--- config.mk ---
export PLATFORM = sky130hd
export DESIGN_NAME = bba_ram
export DESIGN_NICKNAME = d
export VERILOG_FILES = /design/src/hdl/bba_ram.sv
export SDC_FILE = /design/constraint.sdc
export NUM_CORES = 1
export LEC_CHECK = 0
export BUFFER_PORTS_ARGS = -buffer_cell sky130_fd_sc_hd__buf_2
export CORE_MARGIN = 3
export CORE_UTILIZATION = 55
export DETAILED_ROUTE_END_ITERATION = 8
export PLACE_DENSITY = 0.8
export SLEW_MARGIN = 10
export SYNTH_ARGS = -nofsm -noshare
export SYNTH_HDL_FRONTEND = slang
export SYNTH_SLANG_ARGS = --single-unit
--- constraint.sdc ---
create_clock -name i_clk -period 2 [get_ports i_clk]
set_clock_uncertainty 0.15 [all_clocks]
set_input_delay 0 -clock i_clk [delete_from_list [all_inputs] [get_ports i_clk]]
set_output_delay 0 -clock i_clk [all_outputs]
set_load 0.05 [all_outputs]
--- src/hdl/bba_ram.sv ---
module bba_ram #(
    parameter int DATA_W = 8,
    parameter int ADDR_W = 4
) (
    input  logic              i_clk,
    input  logic              i_we,
    input  logic [ADDR_W-1:0] i_waddr,
    input  logic [DATA_W-1:0] i_wdata,
    input  logic              i_re,
    input  logic [ADDR_W-1:0] i_raddr,
    output logic [DATA_W-1:0] o_rdata
);

    logic [DATA_W-1:0] r_mem [2**ADDR_W];

    always_ff @(posedge i_clk) begin
        if (i_we) begin
            r_mem[i_waddr] <= i_wdata;
        end
        if (i_re) begin
            o_rdata <= r_mem[i_raddr];
        end
    end

endmodule

After elaboration in Yosys (flattened, before gate mapping) --
Memories as Yosys holds them, arrays and structs flattened. A register that Yosys moved wholly into a read port is not among the register bits. Index checks and enable logic that the tools add are counted.
Cells by class: add/subtract/negate cells 0, reductions and logical operators 0, shift-type cells 0, order comparisons 0, div/mod/pow operators 0, bitwise operators 0, mux-type cells 2, eq/ne operators 0, multiply operators 0
Operators by type and width (count):
- 1-bit 2-to-1 mux | 2
Storage, ports and cells: register bits after elaboration 0, ROM bits 0, latch bits 0, output and inout port bits 8, memories kept 1, RAM bits 128
Memories:
- r_mem | words 16, bits a word 8, read ports 1, clocked after Yosys merged registers in 1, wr ports 1, RTL line 14 | logic [DATA_W-1:0] r_mem [2**ADDR_W];

Longest topological paths before layout --
depth in word-level cells 2, depth in mapped cells 5, gate-level depth less buffers 3

Worst setup path before layout --
Ideal clock, no wire load.
path kind input -> register, start in i_waddr[2], end mem r_mem[0][0], enable pin, data arrival time 1.110 ns, required time 1.467 ns, stages on the path 2, slack 0.357 ns, setup time 0.383 ns, cell sequence or3b_2 nor3_1
RTL lines:
- from (decl) | RTL line 7 | input logic [ADDR_W-1:0] i_waddr,
- to (decl) | RTL line 14
No word-level cell before the write port.

==> results.cfg <==
[pwr]
vdd_drop_max_mv = 0.6516
p_leak_nw = 2.208
p_per_area_nw_per_um2 = 1086

[die]
start_util_pct = 58.24
dieArea_um2 = 10710
io_pins = 27
fp.dieH_um = 103.5
die_w_um = 103.5
design.core.area_um2 = 8976
num_rows = 34

[timing]
setup_tns_ns = 0
fin_crit_ns = 1.691
max_freq_ghz = 0.5913
final_hold_viol_count = 0
slew_headroom_pct = 50.41
tightest_slew_ns = 0.7423
drv_slew = 0
setup_viol = 0
rsz0062_at_grt = no
final.period_utilization_pct = 84.55

[synthesis]
synth.avg_cell_area_um2 = 22.83
synth.distinct_cells = 18
synth_cells = 229
synth_nets = 248
ys_seq_area_share_pct = 78.12
syn-cell-area_um2 = 5228
ys_warn_count = 0
yosys_register_bits = 136

[placement]
place_congestion = 0.7509
portBuffers = 26
hpwl_um = 6249

[detailed_routing]
drt_iter0_drc = 223
drtPass1Iterations = 4
vias = 2636
wl_per_cell_um = 24.27
wl_um = 10700
viasPerCell = 5.977
drtAntennaViolNets = 0
remaining_drc_errors = 0

[min_path]
hold_path.class = input port to register

[global_routing]
antenna_found_initial = 0
grt_pass1_vias = 2731
grtUsageTotal_pct = 22.29
grt.overflow.total = 0
grt_pass1_wl_um = 16220
grt_max_degree = 20

[run_status]
outcome = finished, final reports clean

[layout]
nNetsFinal = 322
antennaDiodeCount = 0
layout_common_cells = 136 x edfxtp_1, 26 x buf_2, 19 x buf_4
drive_above_1_share_pct = 29.84
final_core_util_pct = 71.73
synthToLayoutAreaGrowth_pct = 23.17
final_common_cell = edfxtp_1

[critical_path]
crit_family = multiplexers
critical_path_required_ns = 2.10
arrival_ns = 1.79
slowest_delay_ns = 0.49
cp.buffers_inverters = 0
path_cells = mux4_2 > a22oi_1 > nand2_1
slowest_stage = mux4_2
crit_path_end_kind = register
cp-start-kind = register
critical_path_peak_fanout = 1
path_class = register to register

[clock_tree]
cts_tree = built
cts_buffers = 17
cts_buffer_depth = 2
clk-insertion-delay-late_ns = 0.50
cts.repair.resized = 0
cts_sinks = 136
htreeDepth = 4
cts_root_buffer = clkbuf_8
cts.clk_slew.worst_paths_ns = 0.06

[run]
max_cap_violations = 0
sequential cells by signal, indices dropped and copies added (netlist names):
signal	flops
r_mem	128
o_rdata	8
metal layers:
layer / wire length [um] / part of all wire [%] / vias to the layer above / GRT usage (%)
met5: 0 / 0 / - / 0
met3: 862 / 8.1 / 17 / 5.030
met2: 5425 / 51 / 131 / 34.61
li1: - / - / 1132 / -
met4: 237 / 2.2 / 0 / 10.66
met1: 4178 / 39 / 1356 / 30.42
stage by stage:
step / instance area [um2] / hold WS (ns) / std cells / setup WS [ns] / power (mW)
after floorplan: 5228 / -0.05113 / 229 / 0.3571 / 3.494
after global placement: 5612 / 0.2293 / 392 / 0.2930 / 3.617
after detailed placement: 5612 / 0.2376 / 392 / 0.2466 / 3.631
after CTS: 6439 / 0.0001196 / 441 / 0.3444 / 7.036
after global routing: 6439 / 0.02353 / 441 / 0.2824 / 7.171
final: 6439 / 0.02305 / 441 / 0.3089 / 6.995
cell usage after synthesis, drive strengths merged:
cell / count / area share (%)
nand2b: 2 / 0.24
edfxtp: 136 / 78
and2: 1 / 0.12
nor3: 4 / 0.38
a22oi: 16 / 2.3
nor2: 13 / 0.93
clkdlybuf4s25: 3 / 0.57
nand3b: 2 / 0.29
mux4: 32 / 15
nor2b: 1 / 0.12
nand3: 1 / 0.096
or3b: 1 / 0.17
buf: 7 / 1.1
nand2: 9 / 0.65
and2b: 1 / 0.14
worst reg2reg max path, stage by stage (launching register included):
cell,delay (ns)
edfxtp_1,0.39
mux4_2,0.49
a22oi_1,0.32
nand2_1,0.09
kinds of logic (layout without fill, tap and decap cells):
kind of cell | after synthesis | in the layout | synth area share (%)
mux | 32 | 32 | 14.79
simple gates | 35 | 35 | 3.136
flops | 136 | 136 | 78.12
compound gates | 16 | 16 | 2.298
buf+inv | 10 | 96 | 1.651
worst paths after layout:
check / endpoint / cells after the start / startpoint / slack [ns]
worst max-delay path: o_rdata[6] / 3 / r_mem[3][6] / 0.31
worst min-delay path: o_rdata[3] / 5 / i_raddr[2] / 0.02
worst max register to register: o_rdata[6] / 3 / r_mem[3][6] / 0.31
worst min register to register: o_rdata[6] / 3 / r_mem[15][6] / 0.61
power by group:
group / internal [mW] / switching, mW / total, mW
logic: 0.150 / 0.220 / 0.370
clock network: 2.27 / 1.12 / 3.39
registers: 3.21 / 0.0208 / 3.23
total: 5.63 / 1.36 / 7.00
what timing repair did:
action | CTS | global route
setup buffers | 0 | 0
hold buffers | 18 | 0
hold endpoints to repair | 217 | 0
layout make-up:
class,count,area [um2]
sequential,136,4084
fill,514,2537
multi-input combinational,83,1057
timing repair buffer,65,493.0
clock buffer,19,421.7
clock inverter,12,225.2
tap,126,157.7
(Power assumes the default switching activity.)
