File: config.mk
export PLATFORM = sky130hd
export DESIGN_NAME = bba_level_cnt
export DESIGN_NICKNAME = d
export VERILOG_FILES = /design/src/hdl/bba_pkg.sv /design/src/hdl/bba_level_cnt.sv
export SDC_FILE = /design/constraint.sdc
export NUM_CORES = 1
export LEC_CHECK = 0
export BUFFER_PORTS_ARGS = -buffer_cell sky130_fd_sc_hd__buf_2
export CAP_MARGIN = 0
export CORE_ASPECT_RATIO = 0.8
export CORE_MARGIN = 2
export CORE_UTILIZATION = 33
export DETAILED_ROUTE_END_ITERATION = 7
export PLACE_DENSITY_LB_ADDON = 0.12
export RECOVER_POWER = 50
export SYNTH_ARGS = -nofsm -noshare
export SYNTH_HDL_FRONTEND = slang
export SYNTH_SLANG_ARGS = --single-unit
File: constraint.sdc
create_clock -name i_clk -period 2.9 [get_ports i_clk]
set_input_delay 0.29 -clock i_clk [delete_from_list [all_inputs] [get_ports i_clk]]
set_output_delay 0.29 -clock i_clk [all_outputs]
set_load 0.02 [all_outputs]
File: src/hdl/bba_pkg.sv
package bba_pkg;

    localparam int POOL_ORDER = 16;
    localparam int MIN_ORDER  = 5;
    localparam int UNIT_BITS  = POOL_ORDER - MIN_ORDER;
    localparam int NODE_BITS  = UNIT_BITS + 1;
    localparam int WORD_BITS  = 6;
    localparam int WORD_W     = 1 << WORD_BITS;
    localparam int FM_ADDR_W  = NODE_BITS - WORD_BITS;
    localparam int LEVELS     = POOL_ORDER - MIN_ORDER + 1;
    localparam int UM_DATA_W  = 6;
    localparam int unsigned POOL_BYTES = 32'd1 << POOL_ORDER;

    localparam logic [6:0] HEADER_RESET = 7'd24;

    typedef logic [POOL_ORDER-1:0] t_addr;
    typedef logic [NODE_BITS-1:0]  t_node;
    typedef logic [WORD_W-1:0]     t_word;
    typedef logic [FM_ADDR_W-1:0]  t_waddr;
    typedef logic [UNIT_BITS-1:0]  t_unit;
    typedef logic [4:0]            t_ord;
    typedef logic [24:0]           t_need;

    typedef enum logic [0:0] {
        OP_ALLOC = 1'b0,
        OP_FREE  = 1'b1
    } t_op;

    typedef enum logic [1:0] {
        ST_DONE    = 2'd0,
        ST_REFUSED = 2'd1,
        ST_BAD     = 2'd2
    } t_status;

    localparam logic [1:0] REG_HEADER = 2'd0;

    typedef enum logic [3:0] {
        S_CLEAR,
        S_IDLE,
        S_A_PICK,
        S_A_LVL,
        S_A_RD,
        S_A_CHK,
        S_A_SPL,
        S_A_SPW,
        S_A_REC,
        S_F_LOOK,
        S_F_UNIT,
        S_F_RD,
        S_F_CHK,
        S_DONE
    } t_state;

    typedef struct packed {
        logic inc;
        logic dec;
        t_ord order;
    } t_cnt_upd;

    // tree node of the block of the given order at start
    function automatic t_node node_of(input t_addr start, input t_ord order);
        logic [POOL_ORDER:0] v;
        v = {1'b1, start} >> order;
        return t_node'(v);
    endfunction

    // smallest order that holds need bytes, raised to the minimum order
    function automatic t_ord ceil_order(input t_need need);
        t_ord k;
        k = t_ord'(POOL_ORDER);
        for (int i = POOL_ORDER; i >= 0; i--) begin
            if (32'(need) <= (32'd1 << i)) begin
                k = t_ord'(i);
            end
        end
        if (k < t_ord'(MIN_ORDER)) begin
            k = t_ord'(MIN_ORDER);
        end
        return k;
    endfunction

endpackage

File: src/hdl/bba_level_cnt.sv
module bba_level_cnt (
    input  logic                         i_clk,
    input  logic                         i_rst_n,
    input  bba_pkg::t_cnt_upd            i_upd,
    output logic [bba_pkg::LEVELS-1:0]   o_nonempty
);

    logic [bba_pkg::NODE_BITS-1:0] r_cnt [bba_pkg::LEVELS];

    always_ff @(posedge i_clk) begin
        for (int i = 0; i < bba_pkg::LEVELS; i++) begin
            if (!i_rst_n) begin
                r_cnt[i] <= (i == bba_pkg::LEVELS - 1) ? bba_pkg::NODE_BITS'(1) : '0;
            end else if (i_upd.order == bba_pkg::t_ord'(i + bba_pkg::MIN_ORDER)) begin
                if (i_upd.inc) begin
                    r_cnt[i] <= r_cnt[i] + bba_pkg::NODE_BITS'(1);
                end else if (i_upd.dec) begin
                    r_cnt[i] <= r_cnt[i] - bba_pkg::NODE_BITS'(1);
                end
            end
        end
    end

    always_comb begin
        for (int i = 0; i < bba_pkg::LEVELS; i++) begin
            o_nonempty[i] = (r_cnt[i] != '0);
        end
    end

endmodule

Yosys cells after proc, flatten, opt, wreduce, memory -nomap -nowiden

Memory sizes are Yosys's and may differ from the RTL's.
Index checks and enable logic that the tools add are counted.

Bits in writable memories: 144
Memories: 1
Flip-flop bits (word level): 0
Output and inout port bits: 12

Memories:

| memory | words | bits a word | read ports | clocked after Yosys merged registers in | wr ports | line               | text |
|---|---|---|---|---|---|---|---|
| r_cnt  | 12    | 12          | 12         | 0                                       | 12       | bba_level_cnt.sv:8 | `logic [bba_pkg::NODE_BITS-1:0] r_cnt [bba_pkg::LEVELS];` |

Mux-type cells: 100
Equality and inequality tests: 12
Bitwise logic cells: 24
Add/subtract/negate cells: 24
Reduce and logical (&&, ||, !) cells: 12

Operators by type and width:

| kind                                                 | number |
|---|---|
| 2-to-1 mux 12 bit                                    | 24 |
| adder 12 x 1 -> 12 bit (second input constant)       | 12 |
| nonzero test 12 bit                                  | 12 |
| subtractor 12 x 1 -> 12 bit (second input constant)  | 12 |
| 2-to-1 mux 1 bit                                     | 76 |
| equality test 5 x 4 -> 1 bit (second input constant) | 8 |
| bitwise OR 1 bit                                     | 24 |
| equality test 5 x 3 -> 1 bit (second input constant) | 3 |
| equality test 5 bit (second input constant)          | 1 |

Logic depth before layout (Yosys ltp)

Word-level depth: 6
Depth in mapped cells: 11
Gate-level depth less buffers: 9

Worst setup path after synthesis

Ideal clock, no wire load.

Path type: input-to-reg
Start point: in i_rst_n
End point: mem r_cnt[2][11] in the netlist's numbering (data pin)
Path buffers: 2
Cell stages on the path: 11
Data arrival time: 2.709 ns
Slack: -0.067 ns
Cell sequence: clkbuf_1 and3b_1 buf_2 nand3_1 inv_1 ha_1 a2111oi_0 a21oi_1 a221oi_1 xnor2_1 nor2_1

RTL lines:

| item            | line               | text |
|---|---|---|
| start, declared | bba_level_cnt.sv:3 | `input logic i_rst_n,` |
| end, declared   | bba_level_cnt.sv:8 |  |

==> impl_metrics.toml <==
[cells_and_area]
largest-register = "r_cnt"
largest_reg_flops = 144
top_regs = "r_cnt x144"
fin_util = 0.379
final_layout_size_suffix_gt1_frac = 0.102
fin_cells = 1756
num-fill-cells = 3363
final_cell_area_um2 = 12400
areaGrowthSynthToFinish_pct = 12.3
final_cell_mix = "nor2_1 (162), edfxtp_1 (144), nand2_1 (109)"
final_common_cell = "nor2_1"
final_nets = 1368

[power]
pwr-share-seq = 0.482
clkPwrFrac = 0.424
pwr_density_cell_nw_per_um2 = 440
ir_drop_v = 0.000392
switching_share = 0.271
p_leak_nw = 3.96
power_mw = 5.47
p_int_mw = 3.99
p_comb_frac = 0.094
power_switching_mw = 1.48

[clocking]
clk_pin_slew_ns = 0.06
ctsHtreeMaxLevel = 4
cts.sinks = 144
cts_root_buf = "clkbuf_16"
clock_path_buffers = 2
cts_buffers = 17
clk_latency_ns = 0.45
cts_tree = "built"

[sta]
setup_ws_ns = 0.138
setup_viol_count_final = 0
slew_headroom = 0.353
clock.fmax_mhz = 362
drv_slew = 0
worst_pin_slew_ns = 0.970
hold_viol = 0
finClkSkew_ns = 0.0118
holdWs_ns = 0.482
min_period_over_period = 0.952
rsz0062_at_grt = "no"
period_minus_slack_ns = 2.76
setup_tns_ns = 0

[global_routing]
gr-total-overflow = 0
grt_pass1_wl_um = 49600
grt_pass1_vias = 9331
antenna_found_initial = 0
grt_usage = 0.174
grt_max_degree = 18

[yosys]
synth_cells = 1288
synthSimpleGateAreaFrac = 0.261
synth_edf_count = 144
synth_area_um2 = 11100
ys_seq_area_frac = 0.390
synthArstFlopShare = 0
synth_xor_xnor_area_share = 0.0190
synth.avg_cell_area_um2 = 8.60
synth.net_count = 1341
synth_cell_types = 73
synth_compound_area_frac = 0.227
ys_warn_count = 0
synth_top_family_by_area = "simple AND/OR/NAND/NOR gates"
synthMuxAreaShare = 0.0106
synthAdderAreaFrac = 0.0504
yosys_register_bits = 144
synth_ff_type = "edfxtp_1"

[die]
core_um2 = 32800
dieArea_um2 = 35100
rows = 59
dieHeight_um = 168
start_util = 0.338
io_pins = 21
die_x_um = 209

[placement]
gp_congestion = 0.851
dp_cells = 1721
placed_area_um2 = 11900
place_ws_ns = 0.171
port_buffers = 20
dp_hpwl_um = 20800

[setup_path]
startpoint_type = "register"
reg2reg_depth = 7
cp_slowest_cell = "or4b_2"
required_ns = 2.61
timing.critical_path.mode_cell = "or3_1"
path_class = "register to output port"
crit_fanout = 5
end_kind = "output port"
cp_slowest_stage_delay_ns = 0.64
crit_chain = "or3_1 -> or3_1 -> or4b_2 -> buf_2"
arrival_ns = 2.47

[drt]
drt_first_pass_iters = 8
drcViolationCount = 0
wl_per_cell_um = 17.2
vias = 10200
drt_iter0_drc = 794
wl_um = 30200
antenna_left = 0
vias_per_cell = 5.83

[run]
drv_cap = 0

[worst_hold_path]
hold_depth = 5
hp-class = "primary input to register"

[outcome]
status = "finished, final reports clean"
==> timing repair <==
action	in CTS	in global routing
hold buffers	0	0
resized for setup	0	0
endpoints found under the setup margin	0	1
setup buffers	0	2
==> routing by layer <==
layer  vias up  track usage  part of all wire
met3        18       0.0295             0.039
met2       198        0.259              0.43
met5         -            0                 0
met1      4940        0.259              0.52
met4         0       0.0444            0.0096
li1       5083            -                 -
==> final cells by class <==
class	instances	area (um^2)	area share
antenna	1	2.50	0.000201
clock inverter	14	166	0.0134
tap	427	534	0.0430
multi-input combinational	1028	6300	0.506
inverter	32	120	0.00966
sequential	144	4320	0.348
timing repair buffer	92	562	0.0452
clock buffer	18	429	0.0345
==> cell usage after synthesis, drive strengths merged, types with 9 or more instances <==
| cell type | instances | area share |
|---|---|---|
| xor2 | 13 | 0.010 |
| or4 | 11 | 0.0088 |
| or3 | 20 | 0.011 |
| o31ai | 9 | 0.0061 |
| clkbuf | 69 | 0.023 |
| nand4 | 24 | 0.014 |
| and3 | 14 | 0.0080 |
| nand3 | 65 | 0.029 |
| inv | 32 | 0.011 |
| nor3 | 92 | 0.045 |
| nor2 | 162 | 0.055 |
| nor4 | 24 | 0.014 |
| nand2b | 9 | 0.0051 |
| buf | 15 | 0.0075 |
| a31oi | 24 | 0.014 |
| a21oi | 105 | 0.047 |
| o22ai | 25 | 0.015 |
| o21ai | 53 | 0.024 |
| a22oi | 15 | 0.010 |
| o22a | 24 | 0.019 |
| nand2 | 109 | 0.037 |
| ha | 43 | 0.049 |
| edfxtp | 144 | 0.39 |
| xnor2 | 11 | 0.0087 |
| a221oi | 43 | 0.034 |
| a211oi | 18 | 0.012 |
==> kinds of logic (layout without fill, tap and decap cells) <==
family,count (synthesis),count (layout)
mux,9,9
simple gates,577,577
compound gates,374,374
fa+ha+maj,44,44
flops,144,144
xor+xnor,24,24
buf+inv,116,156
other cells,0,1
==> power by group through the flow <==
stage,clock (mW),combinational [mW],sequential (mW)
after detailed placement,0,0.528,2.67
after global routing,2.47,0.581,2.66
after floorplan,0,0.447,2.56
final,2.32,0.515,2.64
after CTS,2.39,0.530,2.63
after global placement,0,0.522,2.67
==> worst paths after layout <==
| kind | slack (ns) | start | end |
|---|---|---|---|
| setup / recovery | 0.14 | r_cnt[2][42]$_DFFE_PP_ | o_nonempty[11] |
| hold / removal | 0.48 | i_upd[1] | r_cnt[1][0]$_DFFE_PP_ |
| setup reg to reg | 0.41 | r_cnt[1][12]$_DFFE_PP_ | r_cnt[1][22]$_DFFE_PP_ |
| hold reg to reg | 0.59 | r_cnt[1][11]$_DFFE_PP_ | r_cnt[1][11]$_DFFE_PP_ |
==> critical path, delay by kind of cell (launching register included) <==
family                 cells  cell delay [ns]
and+or+nand+nor            3             1.41
buffers and inverters      1             0.18
DFF                        1             0.44
No activity file was read; power rests on OpenSTA's default activity.
